**src/hdl/ppd_pkg.sv**
```systemverilog
`default_nettype none

package ppd_pkg;

   // field widths
   localparam int READING_W = 11;
   localparam int THR_W     = 11;
   localparam int SMP_W     = 8;
   localparam int CSR_IDX_W = 2;
   localparam int CSR_DATA_W = 11;

   // register map
   localparam logic [CSR_IDX_W-1:0] CSR_ENTER_THR = 2'd0;
   localparam logic [CSR_IDX_W-1:0] CSR_EXIT_THR  = 2'd1;
   localparam logic [CSR_IDX_W-1:0] CSR_ENTER_SMP = 2'd2;
   localparam logic [CSR_IDX_W-1:0] CSR_EXIT_SMP  = 2'd3;

   // register reset values
   localparam logic [THR_W-1:0] ENTER_THR_RST = 11'd0;
   localparam logic [THR_W-1:0] EXIT_THR_RST  = 11'd0;
   localparam logic [SMP_W-1:0] ENTER_SMP_RST = 8'd1;
   localparam logic [SMP_W-1:0] EXIT_SMP_RST  = 8'd1;

   typedef enum logic [1:0] {
      TR_NONE       = 2'd0,
      TR_APPROACHED = 2'd1,
      TR_DEPARTED   = 2'd2
   } tr_type;

   typedef struct packed {
      logic [THR_W-1:0] enter_thr;
      logic [THR_W-1:0] exit_thr;
      logic [SMP_W-1:0] enter_smp;
      logic [SMP_W-1:0] exit_smp;
   } cfg_type;

   typedef struct packed {
      tr_type tr;
      logic   near;
   } res_type;

endpackage

`default_nettype wire

```
**src/hdl/ppd_filter.sv**
```systemverilog
`default_nettype none

module ppd_filter #(
   parameter int RUN_MAX = 255
) (
   input  wire logic                            clock,
   input  wire logic                            reset,
   input  wire logic                            fire,
   input  wire logic [ppd_pkg::READING_W-1:0]   reading,
   input  wire ppd_pkg::cfg_type                cfg,
   output ppd_pkg::res_type                     res
);
   import ppd_pkg::*;

   localparam int RUN_W = $clog2(RUN_MAX + 1);
   localparam int CMP_W = (RUN_W > SMP_W) ? RUN_W : SMP_W;

   logic             near_flag_ff, near_flag_in;
   logic [RUN_W-1:0] enter_run_ff, enter_run_in;
   logic [RUN_W-1:0] exit_run_ff, exit_run_in;

   logic [RUN_W-1:0] enter_inc, exit_inc;
   logic [SMP_W-1:0] enter_smp_eff, exit_smp_eff;
   logic [THR_W-1:0] exit_thr_eff;
   logic             enter_hit, exit_hit;
   tr_type           tr;

   // saturating run increments
   assign enter_inc = (enter_run_ff < RUN_W'(RUN_MAX)) ? enter_run_ff + RUN_W'(1) : enter_run_ff;
   assign exit_inc  = (exit_run_ff < RUN_W'(RUN_MAX)) ? exit_run_ff + RUN_W'(1) : exit_run_ff;

   // zero sample count acts as one
   assign enter_smp_eff = (cfg.enter_smp == '0) ? SMP_W'(1) : cfg.enter_smp;
   assign exit_smp_eff  = (cfg.exit_smp == '0) ? SMP_W'(1) : cfg.exit_smp;

   assign enter_hit = CMP_W'(enter_inc) >= CMP_W'(enter_smp_eff);
   assign exit_hit  = CMP_W'(exit_inc) >= CMP_W'(exit_smp_eff);

   assign exit_thr_eff = (cfg.exit_thr > cfg.enter_thr) ? cfg.enter_thr : cfg.exit_thr;

   always_comb begin
      near_flag_in = near_flag_ff;
      enter_run_in = enter_run_ff;
      exit_run_in  = exit_run_ff;
      tr           = TR_NONE;
      if (cfg.enter_thr == '0) begin
         near_flag_in = 1'b0;
         enter_run_in = '0;
         exit_run_in  = '0;
      end else if (!near_flag_ff) begin
         exit_run_in = '0;
         if (reading < cfg.enter_thr) begin
            enter_run_in = '0;
         end else begin
            enter_run_in = enter_inc;
            if (enter_hit) begin
               near_flag_in = 1'b1;
               enter_run_in = '0;
               tr           = TR_APPROACHED;
            end
         end
      end else begin
         enter_run_in = '0;
         if (reading > exit_thr_eff) begin
            exit_run_in = '0;
         end else begin
            exit_run_in = exit_inc;
            if (exit_hit) begin
               near_flag_in = 1'b0;
               exit_run_in  = '0;
               tr           = TR_DEPARTED;
            end
         end
      end
   end

   always_comb begin
      res.tr   = tr;
      res.near = near_flag_in;
   end

   always_ff @(posedge clock) begin
      if (reset) begin
         near_flag_ff <= 1'b0;
         enter_run_ff <= '0;
         exit_run_ff  <= '0;
      end else if (fire) begin
         near_flag_ff <= near_flag_in;
         enter_run_ff <= enter_run_in;
         exit_run_ff  <= exit_run_in;
      end
   end

`ifndef SYNTHESIS
   // only the run of the current direction may be live
   a_idle_run_clear: assert property (@(posedge clock) disable iff (reset)
      (near_flag_ff ? (enter_run_ff == '0) : (exit_run_ff == '0)))
      else $error("ppd_filter: run of unused direction not clear");

   a_approach_sets_near: assert property (@(posedge clock) disable iff (reset)
      (fire && (tr == TR_APPROACHED)) |=> near_flag_ff)
      else $error("ppd_filter: approach without near flag");

   a_depart_clears_near: assert property (@(posedge clock) disable iff (reset)
      (fire && (tr == TR_DEPARTED)) |=> !near_flag_ff)
      else $error("ppd_filter: departure left near flag set");

   a_disabled_clears: assert property (@(posedge clock) disable iff (reset)
      (fire && (cfg.enter_thr == '0)) |=>
         (!near_flag_ff && (enter_run_ff == '0) && (exit_run_ff == '0)))
      else $error("ppd_filter: disabled filter kept state");

   a_state_holds: assert property (@(posedge clock) disable iff (reset)
      !fire |=> ($stable(near_flag_ff) && $stable(enter_run_ff) && $stable(exit_run_ff)))
      else $error("ppd_filter: state moved without a transaction");
`endif

endmodule

`default_nettype wire

```
**src/hdl/proximity_presence_debouncer.sv**
```systemverilog
`default_nettype none

// Proximity presence debouncer. Each req_ transaction carries one 11-bit
// proximity reading and yields exactly one rsp_ transaction with the
// transition code (none, approached, departed) and the presence flag after
// that reading. Far to near needs enter_samples consecutive readings at or
// above enter_threshold; near to far needs exit_samples consecutive readings
// at or below exit_threshold (clamped to enter_threshold). A sample count of
// zero acts as one. An enter_threshold of zero disables the filter and clears
// its state. Run counters saturate at RUN_MAX; a sample count above RUN_MAX
// never fires. Throughput is one transaction per clock while rsp_stall is
// low; a reading passes the input register, then the filter update and the
// result register. req_stall follows rsp_stall combinationally only when
// both registers are full. Registers are written through the csr_ port
// while the block is idle (the user's duty; the block leaves it unenforced);
// they take effect on the next reading and leave the filter state alone.
module proximity_presence_debouncer #(
   parameter int RUN_MAX = 255
) (
   input  wire logic                            clock,
   input  wire logic                            reset,
   // input channel
   input  wire logic                            req_valid,
   output logic                                 req_stall,
   input  wire logic [ppd_pkg::READING_W-1:0]   req_proximity_reading,
   // result channel
   output logic                                 rsp_valid,
   input  wire logic                            rsp_stall,
   output logic [1:0]                           rsp_transition,
   output logic                                 rsp_is_near,
   // register write port
   input  wire logic                            csr_wen,
   input  wire logic [ppd_pkg::CSR_IDX_W-1:0]   csr_index,
   input  wire logic [ppd_pkg::CSR_DATA_W-1:0]  csr_wdata
);
   import ppd_pkg::*;

   // configuration registers
   cfg_type cfg_ff;

   // input stage
   logic                 in_valid_ff, in_valid_in;
   logic [READING_W-1:0] reading_ff;

   // result stage
   logic       rsp_valid_ff, rsp_valid_in;
   logic [1:0] transition_ff;
   logic       is_near_ff;

   logic    req_accept;
   logic    out_free;
   logic    advance;
   res_type res;

   // result register can take a new item when empty or being drained
   assign out_free   = !rsp_valid_ff || !rsp_stall;
   assign advance    = in_valid_ff && out_free;
   assign req_stall  = in_valid_ff && !out_free;
   assign req_accept = req_valid && !req_stall;

   assign in_valid_in  = req_accept ? 1'b1 : (advance ? 1'b0 : in_valid_ff);
   assign rsp_valid_in = advance ? 1'b1 : (rsp_valid_ff && rsp_stall);

   always_ff @(posedge clock) begin
      if (reset) begin
         cfg_ff.enter_thr <= ENTER_THR_RST;
         cfg_ff.exit_thr  <= EXIT_THR_RST;
         cfg_ff.enter_smp <= ENTER_SMP_RST;
         cfg_ff.exit_smp  <= EXIT_SMP_RST;
      end else if (csr_wen) begin
         case (csr_index)
            CSR_ENTER_THR: cfg_ff.enter_thr <= csr_wdata[THR_W-1:0];
            CSR_EXIT_THR:  cfg_ff.exit_thr  <= csr_wdata[THR_W-1:0];
            CSR_ENTER_SMP: cfg_ff.enter_smp <= csr_wdata[SMP_W-1:0];
            CSR_EXIT_SMP:  cfg_ff.exit_smp  <= csr_wdata[SMP_W-1:0];
            default: ;
         endcase
      end
   end

   // handshake control
   always_ff @(posedge clock) begin
      if (reset) begin
         in_valid_ff  <= 1'b0;
         rsp_valid_ff <= 1'b0;
      end else begin
         in_valid_ff  <= in_valid_in;
         rsp_valid_ff <= rsp_valid_in;
      end
   end

   // payload, no reset
   always_ff @(posedge clock) begin
      if (req_accept) begin
         reading_ff <= req_proximity_reading;
      end
      if (advance) begin
         transition_ff <= res.tr;
         is_near_ff    <= res.near;
      end
   end

   // filter state advances as the transaction moves into the result register
   ppd_filter #(
      .RUN_MAX (RUN_MAX)
   ) u_filter (
      .clock   (clock),
      .reset   (reset),
      .fire    (advance),
      .reading (reading_ff),
      .cfg     (cfg_ff),
      .res     (res)
   );

   assign rsp_valid      = rsp_valid_ff;
   assign rsp_transition = transition_ff;
   assign rsp_is_near    = is_near_ff;

endmodule

`default_nettype wire

```
**config.mk**
```make
export PLATFORM = sky130hd
export DESIGN_NAME = proximity_presence_debouncer
export DESIGN_NICKNAME = d
export VERILOG_FILES = /design/src/hdl/ppd_pkg.sv /design/src/hdl/ppd_filter.sv /design/src/hdl/proximity_presence_debouncer.sv
export SDC_FILE = /design/constraint.sdc
export NUM_CORES = 1
export LEC_CHECK = 0
export BUFFER_PORTS_ARGS = -buffer_cell sky130_fd_sc_hd__buf_4
export CORE_UTILIZATION = 55
export DETAILED_ROUTE_END_ITERATION = 16
export GPL_TIMING_DRIVEN = 0
export HOLD_SLACK_MARGIN = 0.12
export PLACE_DENSITY = 0.73
export SYNTH_ARGS = -nofsm -noshare
export SYNTH_HDL_FRONTEND = slang
export SYNTH_HIERARCHICAL = 1
export SYNTH_SLANG_ARGS = --single-unit
export TNS_END_PERCENT = 1
```
**constraint.sdc**
```tcl
create_clock -name clock -period 3.4 [get_ports clock]
set_input_delay 0 -clock clock [delete_from_list [all_inputs] [get_ports clock]]
set_output_delay 0 -clock clock [all_outputs]
set_load 0.1 [all_outputs]
```
==> flow_metrics.tcl <==
set metrics [dict create \
    report.final.setup_viol 8 \
    yosys.area.top_type "dfxtp_1" \
    drt-vias-per-instance 5.69 \
    cts_buffer_depth 2 \
    coreArea_sq_mm 0.00741 \
    pwr-share-clk_pct 35.7 \
    cp-startpoint "cfg_ff[28]" \
    final_core_util_pct 73.3 \
    startpoint_type "register" \
    avgSynthCellArea_sq_um 9.79 \
    synth_enable_flop_cells 14 \
    yosysUniqueCellTypes 53 \
    fmax_ghz 0.285 \
    crit_type "register to register" \
    syn-cell-area_sq_mm 0.00431 \
    root_buffer "clkbuf_8" \
    yosysTopAreaCellShare_pct 26.5 \
    rr_startpoint "cfg_ff[28]" \
    power.switching_w 0.000550 \
    ys_top_cells_by_count "57 x dfxtp_1, 50 x ha_1, 49 x nand2b_1" \
    cp.required_ps 3700 \
    clk-insertion-delay-late_ps 350 \
    critPathCaptureType "register" \
    drt-initial-drc-count 145 \
    pwr-share-comb_pct 19.8 \
    port_buffers 33 \
    ant_nets 0 \
    syn-num-nets 519 \
    cpLargestDelayFamily "compound AO/OA/AOI/OAI gates" \
    grt_usage_pct 26.5 \
    finalNonFillerCells 633 \
    nNetsFinal 608 \
    place.gp.congestion 0.897 \
    crit_top_cell "buf_4" \
    finalCritPeriodShare_pct 103 \
    hold_start "csr_wdata[2]" \
    grt_max_degree 13 \
    period_minus_slack_ps 3500 \
    violations "negative setup slack" \
    rsz0062_at_grt "yes" \
    synth_most_common_cell "dfxtp_1" \
    relSlewSlack_pct 29.2 \
    p_leak_nw 2.34 \
    synthToLayoutAreaGrowth_pct 26.1 \
    drv_slew 0 \
    fin_skew_ps 10.1 \
    grt_pass1_wl_um 17200 \
    dr.pass1.iters 5 \
    synthFlopType "dfxtp_1" \
    hold_ws_ps 156 \
    layout-drive-gt1-share_pct 19.1 \
    worstPathCellList "inv_2 > ha_4 > nor2b_1 > o21a_1 > o21ai_2 > a211o_1 > a211oi_2 > buf_6 > mux2i_2 > ha_1 > and4_1 > a21boi_2 > o311ai_2 > buf_4 > and3_4 > buf_4 > a22o_2" \
    cts_tree "built" \
    synth_warnings 6 \
    pwr_density_cell_mw_per_mm2 378 \
    wl_per_cell_um 16.4 \
    placed_cell_area_sq_mm 0.00469 \
    die_y_um 90.5 \
    dp_cells 572 \
    critical-path-max-stage-delay_ps 340 \
    hpwl_um 7380 \
    p_int_w 0.00150 \
    maxCapViolations 0 \
    diodes 0 \
    hold_path.class "input pin to register" \
    pwr-share-seq_pct 44.5 \
    p_sw_share_pct 26.8 \
    ios 34 \
    cts.sinks 71 \
    finalHoldViolCount 0 \
    cts_buffers 9 \
    crit_slowest_cell "dfxtp_2" \
    synthArstFlopShare_pct 0 \
    post-place-ws_ps -525 \
    arrival_ps 3800 \
    syn_inst 440 \
    path_max_fanout 8 \
    vias 3600 \
    seq_area_frac_synth_pct 36.2 \
    rows 31 \
    antenna_found_initial 0 \
    grt-ovfl-total 0 \
    post-route-cell-area_sq_mm 0.00543 \
    tightest_slew_ps 1060 \
    crit_buf_inv 4 \
    dieArea_sq_mm 0.00819 \
    htreeDepth 3 \
    drt-total-wl_um 10400 \
    ir_worst_vdd_v 0.000291 \
    status "finished with violations" \
    grt_pass1_vias 3616 \
    path_clk_slew_ps 80 \
    ys_ff_latch 71 \
    worst_slack_ps -104 \
    initial_core_util_pct 58.2 \
    die_w_um 90.5 \
    drcViolationCount 0 \
    synth.area.top_cells "dfxtp_1 26%, ha_1 15%, mux2i_1 11%, edfxtp_1 9.8%, nand2b_1 7.1%" \
]
layout by cell type (no fill, tap or decap), drive strengths merged, types with 2 or more instances in the layout:
cell type	instances
dfxtp	57
buf	52
ha	50
nand2b	49
mux2i	48
dlygate4sd3	32
inv	30
nor2	24
a21oi	18
clkbuf	16
nand2	15
edfxtp	14
nand3	14
a22o	14
o21ai	11
o21a	9
nor3	6
a2111oi	5
a21o	4
nand4	4
xnor2	4
a211oi	4
and3	4
a21boi	4
nor2b	3
and4	3
or4	3
a41o	3
mux2	3
clkinv	3
nand3b	2
bufinv	2
a31oi	2
or3	2
nor4	2
and2	2
o311a	2
nor3b	2
worst min-delay path: cells and delay by family:
family | cells | cell delay [ps]
buffers and inverters | 1 | 80
AND/OR/NAND/NOR | 1 | 200
multiplexers | 1 | 190
layer usage:
layer | vias up | wire [um] | global-route usage, %
li1 | 1791 | - | -
met1 | 1708 | 4940 | 33.4
met2 | 80 | 4860 | 44.7
met3 | 21 | 388 | 6.65
met4 | 0 | 218 | 7.80
met5 | - | 0 | 0
final cells by class:
type	instances	area (sq um)
Clock buffer	10	128
Timing Repair Buffer	80	701
Fill cell	553	1980
Buffer	10	57.6
Clock inverter	6	85.1
Inverter	30	113
Multi-Input combinational cell	327	2650
Sequential cell	71	1570
Tap cell	99	124
final timing paths:
kind,slack (ps),cells after the start,to
worst min-delay path,160,3,cfg_ff[10]
worst max register to register,-100,17,u_filter/exit_run_ff[6]
worst min register to register,470,2,cfg_ff[11]
worst max-delay path,-100,17,u_filter/exit_run_ff[6]
through the flow:
| stage | power [W] | TNS [ps] |
|---|---|---|
| after floorplan | 0.00116 | 0 |
| after global placement | 0.00125 | -2600 |
| after detailed placement | 0.00126 | -3460 |
| after CTS | 0.00204 | -1270 |
| after global routing | 0.00214 | -2260 |
| final | 0.00205 | -724 |
repair_timing:
item                                    CTS  global route
gates resized for setup                  15            17
endpoints found under the setup margin   11            20
gates cloned                              0             0
pin swaps                                15            12
buffers inserted                         11             4
hold buffers                             32             0
endpoints found under the hold margin    45             0
power groups by stage:
stage	Clock (W)	Combinational, W	Sequential [W]
6_report	0.000734	0.000406	0.000913
5_1_grt	0.000779	0.000442	0.000916
4_1_cts	0.000737	0.000390	0.000913
3_5_place_dp	0	0.000326	0.000931
3_3_place_gp	0	0.000315	0.000931
2_1_floorplan	0	0.000214	0.000946
state kept, by name, indices dropped and copies added (netlist names):
register	cells
cfg_ff	38
u_filter/exit_run_ff	8
rsp_transition	2
reading_ff	11
u_filter/near_flag_ff	1
in_valid_ff	1
u_filter/enter_run_ff	8
rsp_valid	1
rsp_is_near	1
cell families (layout without fill, tap and decap cells):
family / Yosys count / after routing / synth area share (%)
adder cells (fa/ha/maj): 50 / 50 / 14.5
AO/OA/AOI/OAI: 83 / 83 / 13.9
buffers and inverters: 42 / 136 / 4.24
AND/OR/NAND/NOR: 138 / 138 / 18.1
XOR/XNOR: 5 / 5 / 1.02
multiplexers: 51 / 51 / 11.9
flip-flops: 71 / 71 / 36.2
No activity file was read; power rests on OpenSTA's default activity.
